--- config.mk ---
export PLATFORM = sky130hd
export DESIGN_NAME = sector_list_extent_coalescer_flat
export DESIGN_NICKNAME = d
export VERILOG_FILES = /design/src/rtl/slec_pkg.sv /design/src/rtl/slec_if.sv /design/src/rtl/slec_rsp_fifo.sv /design/src/rtl/sector_list_extent_coalescer.sv /design/src/flat_wrapper.sv
export SDC_FILE = /design/constraint.sdc
export NUM_CORES = 1
export LEC_CHECK = 0
export BUFFER_PORTS_ARGS = -buffer_cell sky130_fd_sc_hd__buf_2
export CORE_MARGIN = 4
export CORE_UTILIZATION = 35
export CTS_CLUSTER_SIZE = 14
export DETAILED_ROUTE_END_ITERATION = 16
export SLEW_MARGIN = 25
export SYNTH_ARGS = -nofsm -noshare
export SYNTH_HDL_FRONTEND = slang
export SYNTH_HIERARCHICAL = 1
export SYNTH_SLANG_ARGS = --single-unit
--- constraint.sdc ---
create_clock -name clock -period 7.6 [get_ports clock]
set_input_delay 0.76 -clock clock [delete_from_list [all_inputs] [get_ports clock]]
set_output_delay 0.76 -clock clock [all_outputs]
set_load 0.03 [all_outputs]
--- src/rtl/slec_pkg.sv ---
`default_nettype none

package slec_pkg;

   localparam int unsigned LBA_W        = 64;
   localparam int unsigned LEN_W        = 8;
   localparam int unsigned ADDR_W       = 32;
   localparam int unsigned SECTOR_BYTES = 512;
   localparam int unsigned RSP_DEPTH    = 4;

   localparam logic [ADDR_W-1:0] LOAD_BASE  = 32'h0000_7c00;
   localparam logic [ADDR_W-1:0] LOAD_RESET = LOAD_BASE + ADDR_W'(2 * SECTOR_BYTES);
   localparam logic [ADDR_W-1:0] SEG_MASK   = 32'hffff_0000;
   localparam logic [LEN_W-1:0]  RUN_LEN_MAX = 8'hff;

   typedef struct packed {
      logic [LBA_W-1:0] extent_lba;
      logic [LEN_W-1:0] extent_len;
      logic             final_extent;
   } slec_result_type;

   typedef struct packed {
      logic            valid0;
      slec_result_type result0;
      logic            valid1;
      slec_result_type result1;
   } slec_push_type;

endpackage

`default_nettype wire

--- src/rtl/slec_if.sv ---
`default_nettype none

interface slec_req_if;
   import slec_pkg::*;
   logic             valid;
   logic             ready;
   logic [LBA_W-1:0] sector_lba;
   logic             last_sector;
   modport source (output valid, output sector_lba, output last_sector, input ready);
   modport sink (input valid, input sector_lba, input last_sector, output ready);
endinterface

interface slec_rsp_if;
   import slec_pkg::*;
   logic             valid;
   logic             ready;
   logic [LBA_W-1:0] extent_lba;
   logic [LEN_W-1:0] extent_len;
   logic             final_extent;
   modport source (output valid, output extent_lba, output extent_len, output final_extent,
                   input ready);
   modport sink (input valid, input extent_lba, input extent_len, input final_extent,
                 output ready);
endinterface

interface slec_csr_if;
   import slec_pkg::*;
   logic              valid;
   logic              ready;
   logic [ADDR_W-1:0] data;
   modport source (output valid, output data, input ready);
   modport sink (input valid, input data, output ready);
endinterface

`default_nettype wire

--- src/rtl/slec_rsp_fifo.sv ---
`default_nettype none

module slec_rsp_fifo #(
   parameter int unsigned DEPTH = slec_pkg::RSP_DEPTH
) (
   input  wire                      clock,
   input  wire                      reset,
   input  slec_pkg::slec_push_type  push,
   output logic                     room2,
   input  wire                      pop,
   output logic                     head_valid,
   output slec_pkg::slec_result_type head
);
   import slec_pkg::*;

   localparam int unsigned IDX_W = (DEPTH > 1) ? $clog2(DEPTH) : 1;
   localparam int unsigned CNT_W = $clog2(DEPTH + 1);

   function automatic logic [IDX_W-1:0] bump(input logic [IDX_W-1:0] p);
      return (p == IDX_W'(DEPTH - 1)) ? '0 : p + 1'b1;
   endfunction

   slec_result_type   mem_ff [DEPTH];
   logic [IDX_W-1:0]  rd_ff, rd_in, wr_ff, wr_in, wr_next;
   logic [CNT_W-1:0]  count_ff, count_in;

   always_comb begin
      wr_next = bump(wr_ff);
      rd_in = pop ? bump(rd_ff) : rd_ff;
      if (push.valid1) begin
         wr_in = bump(wr_next);
      end else if (push.valid0) begin
         wr_in = wr_next;
      end else begin
         wr_in = wr_ff;
      end
      count_in = count_ff + CNT_W'(push.valid0) + CNT_W'(push.valid1) - CNT_W'(pop);
   end

   always_ff @(posedge clock) begin
      if (reset) begin
         rd_ff <= '0;
         wr_ff <= '0;
         count_ff <= '0;
      end else begin
         rd_ff <= rd_in;
         wr_ff <= wr_in;
         count_ff <= count_in;
      end
   end

   always_ff @(posedge clock) begin
      if (push.valid0) begin
         mem_ff[wr_ff] <= push.result0;
      end
      if (push.valid1) begin
         mem_ff[wr_next] <= push.result1;
      end
   end

   assign room2 = (count_ff <= CNT_W'(DEPTH - 2));
   assign head_valid = (count_ff != '0);
   assign head = mem_ff[rd_ff];

`ifndef SYNTHESIS
   a_count_bound: assert property (@(posedge clock) disable iff (reset)
      count_ff <= CNT_W'(DEPTH))
      else $error("result queue count exceeds its depth");
   a_push_order: assert property (@(posedge clock) disable iff (reset)
      push.valid1 |-> push.valid0)
      else $error("second result pushed without a first");
   a_push_room: assert property (@(posedge clock) disable iff (reset)
      push.valid0 |-> room2)
      else $error("result pushed without room for two");
`endif

endmodule

`default_nettype wire

--- src/rtl/sector_list_extent_coalescer.sv ---
// A result is written to the result queue when the item that closes its run is accepted.
// Throughput: one item per cycle while the queue has room for two results; the joining
// test, the 64-bit run-end add and the address step are all combinational between the
// state registers and the result queue. An item that yields two results pushes both at once.
// Reset is synchronous: no run is open, load_start and the next address read 0x8000.
`default_nettype none

module sector_list_extent_coalescer #(
   parameter int unsigned RSP_DEPTH = slec_pkg::RSP_DEPTH
) (
   input wire          clock,
   input wire          reset,
   slec_req_if.sink    req_chan,
   slec_rsp_if.source  rsp_chan,
   slec_csr_if.sink    csr_chan
);
   import slec_pkg::*;

   logic [ADDR_W-1:0] load_start_ff, load_start_in;
   logic [LBA_W-1:0]  run_start_ff, run_start_in;
   logic [LEN_W-1:0]  run_len_ff, run_len_in;
   logic [ADDR_W-1:0] run_base_ff, run_base_in;
   logic [ADDR_W-1:0] next_addr_ff, next_addr_in;

   logic              item_acc, csr_acc, room2, head_valid, joins, closing;
   logic [ADDR_W-1:0] cur_addr;
   logic [LBA_W-1:0]  run_end;
   slec_push_type     push;
   slec_result_type   head;

   assign item_acc = req_chan.valid && req_chan.ready;
   assign csr_acc = csr_chan.valid && csr_chan.ready;
   assign csr_chan.ready = 1'b1;
   assign req_chan.ready = room2;

   always_comb begin
      cur_addr = (run_len_ff == '0) ? load_start_ff : next_addr_ff;
      run_end = run_start_ff + LBA_W'(run_len_ff);
      joins = (run_len_ff != '0) && (run_len_ff != RUN_LEN_MAX)
              && (req_chan.sector_lba == run_end)
              && (((cur_addr ^ run_base_ff) & SEG_MASK) == '0);
      closing = !joins && (run_len_ff != '0);

      load_start_in = csr_acc ? csr_chan.data : load_start_ff;
      run_start_in = run_start_ff;
      run_len_in = run_len_ff;
      run_base_in = run_base_ff;
      next_addr_in = next_addr_ff;
      push = '0;

      if (item_acc) begin
         if (joins) begin
            run_len_in = run_len_ff + 1'b1;
         end else begin
            run_start_in = req_chan.sector_lba;
            run_len_in = LEN_W'(1);
            run_base_in = cur_addr;
         end
         next_addr_in = cur_addr + ADDR_W'(SECTOR_BYTES);

         if (closing) begin
            push.valid0 = 1'b1;
            push.result0 = '{extent_lba: run_start_ff, extent_len: run_len_ff,
                             final_extent: 1'b0};
            push.valid1 = req_chan.last_sector;
            push.result1 = '{extent_lba: run_start_in, extent_len: run_len_in,
                             final_extent: 1'b1};
         end else begin
            push.valid0 = req_chan.last_sector;
            push.result0 = '{extent_lba: run_start_in, extent_len: run_len_in,
                             final_extent: 1'b1};
         end

         if (req_chan.last_sector) begin
            run_start_in = '0;
            run_len_in = '0;
            run_base_in = '0;
            next_addr_in = load_start_ff;
         end
      end else if (csr_acc && (run_len_ff == '0)) begin
         next_addr_in = csr_chan.data;
      end
   end

   always_ff @(posedge clock) begin
      if (reset) begin
         load_start_ff <= LOAD_RESET;
         run_start_ff <= '0;
         run_len_ff <= '0;
         run_base_ff <= '0;
         next_addr_ff <= LOAD_RESET;
      end else begin
         load_start_ff <= load_start_in;
         run_start_ff <= run_start_in;
         run_len_ff <= run_len_in;
         run_base_ff <= run_base_in;
         next_addr_ff <= next_addr_in;
      end
   end

   slec_rsp_fifo #(
      .DEPTH(RSP_DEPTH)
   ) u_rsp_fifo (
      .clock(clock),
      .reset(reset),
      .push(push),
      .room2(room2),
      .pop(rsp_chan.valid && rsp_chan.ready),
      .head_valid(head_valid),
      .head(head)
   );

   assign rsp_chan.valid = head_valid;
   assign rsp_chan.extent_lba = head.extent_lba;
   assign rsp_chan.extent_len = head.extent_len;
   assign rsp_chan.final_extent = head.final_extent;

`ifndef SYNTHESIS
   a_last_clears: assert property (@(posedge clock) disable iff (reset)
      item_acc && req_chan.last_sector |=> run_len_ff == '0)
      else $error("run still open after the last item of a list");
   a_last_emits: assert property (@(posedge clock) disable iff (reset)
      item_acc && req_chan.last_sector |=> rsp_chan.valid)
      else $error("no result offered after the last item of a list");
   a_idle_clear: assert property (@(posedge clock) disable iff (reset)
      run_len_ff == '0 |-> run_start_ff == '0 && run_base_ff == '0)
      else $error("run state not cleared while no run is open");
   a_len_nonzero: assert property (@(posedge clock) disable iff (reset)
      rsp_chan.valid |-> rsp_chan.extent_len != '0)
      else $error("extent offered with zero length");
`endif

endmodule

`default_nettype wire
--- src/flat_wrapper.sv ---
// flat-port wrapper written by rule: the top's interface ports become plain ports
module sector_list_extent_coalescer_flat import slec_pkg::*;
#(
   parameter int unsigned RSP_DEPTH = slec_pkg::RSP_DEPTH
)
  (clock, reset, req_chan_valid, req_chan_sector_lba, req_chan_last_sector, req_chan_ready, rsp_chan_valid, rsp_chan_extent_lba, rsp_chan_extent_len, rsp_chan_final_extent, rsp_chan_ready, csr_chan_valid, csr_chan_data, csr_chan_ready);
  slec_req_if req_chan_i ();
  slec_rsp_if rsp_chan_i ();
  slec_csr_if csr_chan_i ();
  input wire clock;
  input wire reset;
  input wire logic [$bits(req_chan_i.valid)-1:0] req_chan_valid;
  input wire logic [$bits(req_chan_i.sector_lba)-1:0] req_chan_sector_lba;
  input wire logic [$bits(req_chan_i.last_sector)-1:0] req_chan_last_sector;
  output wire logic [$bits(req_chan_i.ready)-1:0] req_chan_ready;
  output wire logic [$bits(rsp_chan_i.valid)-1:0] rsp_chan_valid;
  output wire logic [$bits(rsp_chan_i.extent_lba)-1:0] rsp_chan_extent_lba;
  output wire logic [$bits(rsp_chan_i.extent_len)-1:0] rsp_chan_extent_len;
  output wire logic [$bits(rsp_chan_i.final_extent)-1:0] rsp_chan_final_extent;
  input wire logic [$bits(rsp_chan_i.ready)-1:0] rsp_chan_ready;
  input wire logic [$bits(csr_chan_i.valid)-1:0] csr_chan_valid;
  input wire logic [$bits(csr_chan_i.data)-1:0] csr_chan_data;
  output wire logic [$bits(csr_chan_i.ready)-1:0] csr_chan_ready;
  assign req_chan_i.valid = req_chan_valid;
  assign req_chan_i.sector_lba = req_chan_sector_lba;
  assign req_chan_i.last_sector = req_chan_last_sector;
  assign req_chan_ready = req_chan_i.ready;
  assign rsp_chan_valid = rsp_chan_i.valid;
  assign rsp_chan_extent_lba = rsp_chan_i.extent_lba;
  assign rsp_chan_extent_len = rsp_chan_i.extent_len;
  assign rsp_chan_final_extent = rsp_chan_i.final_extent;
  assign rsp_chan_i.ready = rsp_chan_ready;
  assign csr_chan_i.valid = csr_chan_valid;
  assign csr_chan_i.data = csr_chan_data;
  assign csr_chan_ready = csr_chan_i.ready;
  sector_list_extent_coalescer #(.RSP_DEPTH(RSP_DEPTH)) u_core (.clock(clock), .reset(reset), .req_chan(req_chan_i), .rsp_chan(rsp_chan_i), .csr_chan(csr_chan_i));
endmodule
==> impl_metrics.tcl <==
set metrics [dict create \
    clk_latency_ns 0.62 \
    numCtsBuffers 51 \
    intPower_mw 5.19 \
    gr-usage-all-layers_pct 18.2 \
    crit_top_cell "inv_1" \
    fin_setup_tns_ns 0 \
    hp-start "csr_chan_data[28]" \
    netlist.area_leader.share_pct 33.0 \
    grt_setup_unrepaired "no" \
    clockRootBuffer "clkbuf_16" \
    min_path_type "input port to register" \
    die_height_um 284 \
    p_comb_share_pct 30.5 \
    io_buffers 167 \
    area_growth_pct 11.4 \
    path_max_fanout 80 \
    arrival_ns 6.55 \
    hold_viol 0 \
    seqPwrFrac_pct 39.1 \
    fmax_mhz 164 \
    fill_cells 7116 \
    clockBufferDepth 3 \
    maxCapViolCount 0 \
    die-width_um 284 \
    clk_pin_slew_ns 0.06 \
    rr_worst_depth 20 \
    synth_area_sq_um 26600 \
    ys_ff_latch 435 \
    synth.distinct_cells 88 \
    place_hpwl_um 50100 \
    relSlewSlack_pct 32.0 \
    status "finished, final reports clean" \
    vias_per_cell 5.59 \
    design.core.area_sq_um 74900 \
    netlist_instances 2226 \
    cp-end-kind "register" \
    cts_tree "done" \
    crit_family "simple AND/OR/NAND/NOR gates" \
    drive_gt1_share_pct 28.3 \
    gp_congestion 0.904 \
    finalCriticalPeriod_ns 6.10 \
    grt.overflow.total 0 \
    crit_chain "inv_1 -> ha_1 -> nor4b_2 -> nand2_4 -> buf_4 -> o2111ai_1 -> a2111oi_0 -> o211ai_1 -> or4_1 -> nor4_2 -> and3_1 -> nor2_1 -> o21a_1 -> inv_1 -> ha_1 -> inv_1 -> fa_1 -> fa_1 -> xor2_1 -> nor2_1" \
    fin_util_pct 39.5 \
    cts-htree-levels 2 \
    cts_resized 0 \
    ys_warn_count 6 \
    seqCellArea_sq_um 11600 \
    drtIter0Drc 1482 \
    antenna_found_initial 5 \
    crit_type "register to register" \
    power_density_nw_per_um2 264 \
    vias 18800 \
    cts_post_setup_buffers_inserted 0 \
    r2r_slack_ns 1.50 \
    wl_per_cell_um 22.5 \
    synth_edf_count 292 \
    ir_drop_mv 0.189 \
    synth_top_area_cell "edfxtp_1" \
    slew_viol_final 0 \
    final_nets 2468 \
    cts.sinks 435 \
    cp-start-kind "register" \
    cts_hold_buf 0 \
    cpPeakStageDelay_ns 0.72 \
    tightest_slew_ns 1.01 \
    swShare_pct 33.5 \
    r2r_start "u_core/run_len_ff[0]$_SDFFE_PP0P_" \
    initial_core_util_pct 35.5 \
    path_buf_inv 4 \
    async_flop_share_pct 0 \
    pin_count 178 \
    drt_pre_antenna_iters 8 \
    ys_top_cells_by_area "edfxtp_1 33%, mux2_4 13%, dfxtp_1 11%" \
    switchingPower_mw 2.62 \
    grt_pass1_wl_um 115000 \
    hold_depth 3 \
    fp-row-count 100 \
    min_to "u_core/load_start_ff[28]$_SDFFE_PP0P_" \
    grt_max_degree 81 \
    fin_worst_skew_ns 0.0390 \
    drc 0 \
    first_global_vias 18900 \
    die_area_sq_um 80500 \
    routed_wl_um 75500 \
    ant_nets 0 \
    yosysSeqAreaShare_pct 43.7 \
    r2r-end "u_core/u_rsp_fifo/count_ff[2]$_SDFF_PP0_" \
    period_share_pct 80.2 \
    setup_viol 0 \
    p_leak_nw 11.5 \
    multiInputGateArea_sq_um 13800 \
    yosys_most_used_dff "edfxtp_1" \
    postSynthAreaPerCell_sq_um 12.0 \
    pwr-share-clk_pct 30.4 \
    worstPathRequired_ns 8.05 \
    worst_path_max_delay_cell "buf_4" \
]
==> placed cells by master, fill, tap and decap left out, drive strengths merged, types with 10 or more instances in the layout <==
master,instances
edfxtp,292
mux2,292
nand2,233
buf,200
dfxtp,143
a21oi,116
nor2,92
mux4,73
and2,69
a22o,67
xnor2,65
clkbuf,62
nand3,58
mux2i,50
xor2,47
a211oi,47
o21ai,45
inv,36
nor4,35
nor3,33
conb,29
and3,27
nand4,26
clkinv,24
ha,19
o2bb2ai,15
or3,14
o211ai,11
or2,10
==> synth_stat cells (all sizes together), types with 6 or more instances <==
master	n
ha	19
edfxtp	292
xor2	47
o2bb2ai	15
and2	69
nor2b	7
o22ai	8
dfxtp	143
a21oi	116
buf	90
a2111oi	8
or3	14
o21a	6
a21o	7
a22o	67
nand2	233
a211oi	47
nor4	35
a21boi	6
inv	34
nand2b	9
mux4	73
or2	10
clkbuf	72
nand3	58
a311oi	7
a31oi	9
xnor2	65
nor3	33
mux2	292
o211ai	11
o21ai	45
o2111ai	8
nor2	92
o31ai	7
a32oi	7
mux2i	50
or4	6
and3	27
nand4	26
and4	7
==> metrics by stage <==
| step | instances | area [sq um] | hold slack, ns | power (mW) | setup WS, ns |
|---|---|---|---|---|---|
| finish | 3358 | 29600 | 0.413 | 7.81 | 1.50 |
| global route | 3353 | 29600 | 0.388 | 8.16 | 1.05 |
| CTS | 3352 | 29600 | 0.377 | 7.90 | 1.60 |
| detailed placement | 3260 | 28000 | 0.468 | 5.52 | 1.64 |
| global placement | 3260 | 28000 | 0.464 | 5.46 | 1.60 |
| floorplan | 2253 | 26700 | 0.448 | 4.85 | 1.52 |
==> power groups by stage <==
stage	Clock (mW)	Combinational, mW	Sequential (mW)
after floorplan	0	1.86	2.99
after global placement	0	2.37	3.09
after detailed placement	0	2.41	3.11
after CTS	2.42	2.42	3.06
after global routing	2.52	2.56	3.09
final	2.37	2.38	3.06
==> how the worst max path moves through the flow <==
| stage | slack (ns) | end | cells after the start | startpoint |
|---|---|---|---|---|
| CTS | 1.60 | u_core/u_rsp_fifo/count_ff[2]$_SDFF_PP0_ | 20 | u_core/run_len_ff[0]$_SDFFE_PP0P_ |
| global route | 1.05 | u_core/u_rsp_fifo/count_ff[2]$_SDFF_PP0_ | 20 | u_core/run_len_ff[0]$_SDFFE_PP0P_ |
| global placement | 1.60 | u_core/u_rsp_fifo/count_ff[2]$_SDFF_PP0_ | 20 | u_core/run_len_ff[0]$_SDFFE_PP0P_ |
| floorplan | 1.52 | u_core/u_rsp_fifo/mem_ff[0][0]$_DFFE_PP_ | 19 | u_core/run_len_ff[0]$_SDFFE_PP0P_ |
| detailed placement | 1.64 | u_core/u_rsp_fifo/count_ff[2]$_SDFF_PP0_ | 20 | u_core/run_len_ff[0]$_SDFFE_PP0P_ |
| finish | 1.50 | u_core/u_rsp_fifo/count_ff[2]$_SDFF_PP0_ | 20 | u_core/run_len_ff[0]$_SDFFE_PP0P_ |
==> cell type report <==
type	count	share of cell area, %
clock inverter	30	0.874
sequential	435	39.3
clock buffer	62	4.52
inverter	34	0.431
multi-input combinational	1622	46.6
tap	969	4.09
antenna	6	0.0507
timing repair buffer	200	4.16
==> per-layer routing <==
metal  track usage (%)  routed length, um  up-vias
li1                  -                  -     8690
met1              23.4              31600     9405
met2              31.6              37800      545
met3              2.70               4000      117
met4              5.65               2110        4
met5                 0                 16        -
==> cell families after synthesis <==
| family | count (synthesis) | synth area share (%) |
|---|---|---|
| AO/OA/AOI/OAI | 401 | 10.4 |
| XOR/XNOR | 112 | 3.69 |
| adder cells (fa/ha/maj) | 22 | 1.12 |
| buffers and inverters | 196 | 5.03 |
| flip-flops | 435 | 43.7 |
| multiplexers | 415 | 23.7 |
| other | 2 | 0.0282 |
| AND/OR/NAND/NOR | 643 | 12.3 |
==> flip-flops by register name, indices dropped and copies added (netlist names), named ones only <==
register,cells
u_core/load_start_ff,23
u_core/run_start_ff,64
u_core/u_rsp_fifo/rd_ff,2
u_core/u_rsp_fifo/wr_ff,2
u_core/u_rsp_fifo/count_ff,3
u_core/run_len_ff,8
u_core/next_addr_ff,23
u_core/u_rsp_fifo/mem_ff,292
u_core/run_base_ff,16
==> worst min-delay path: stages <==
cell     delay [ns]
buf_2          0.08
mux2i_1        0.06
nor2_1         0.07
No activity file was read; power rests on OpenSTA's default activity.
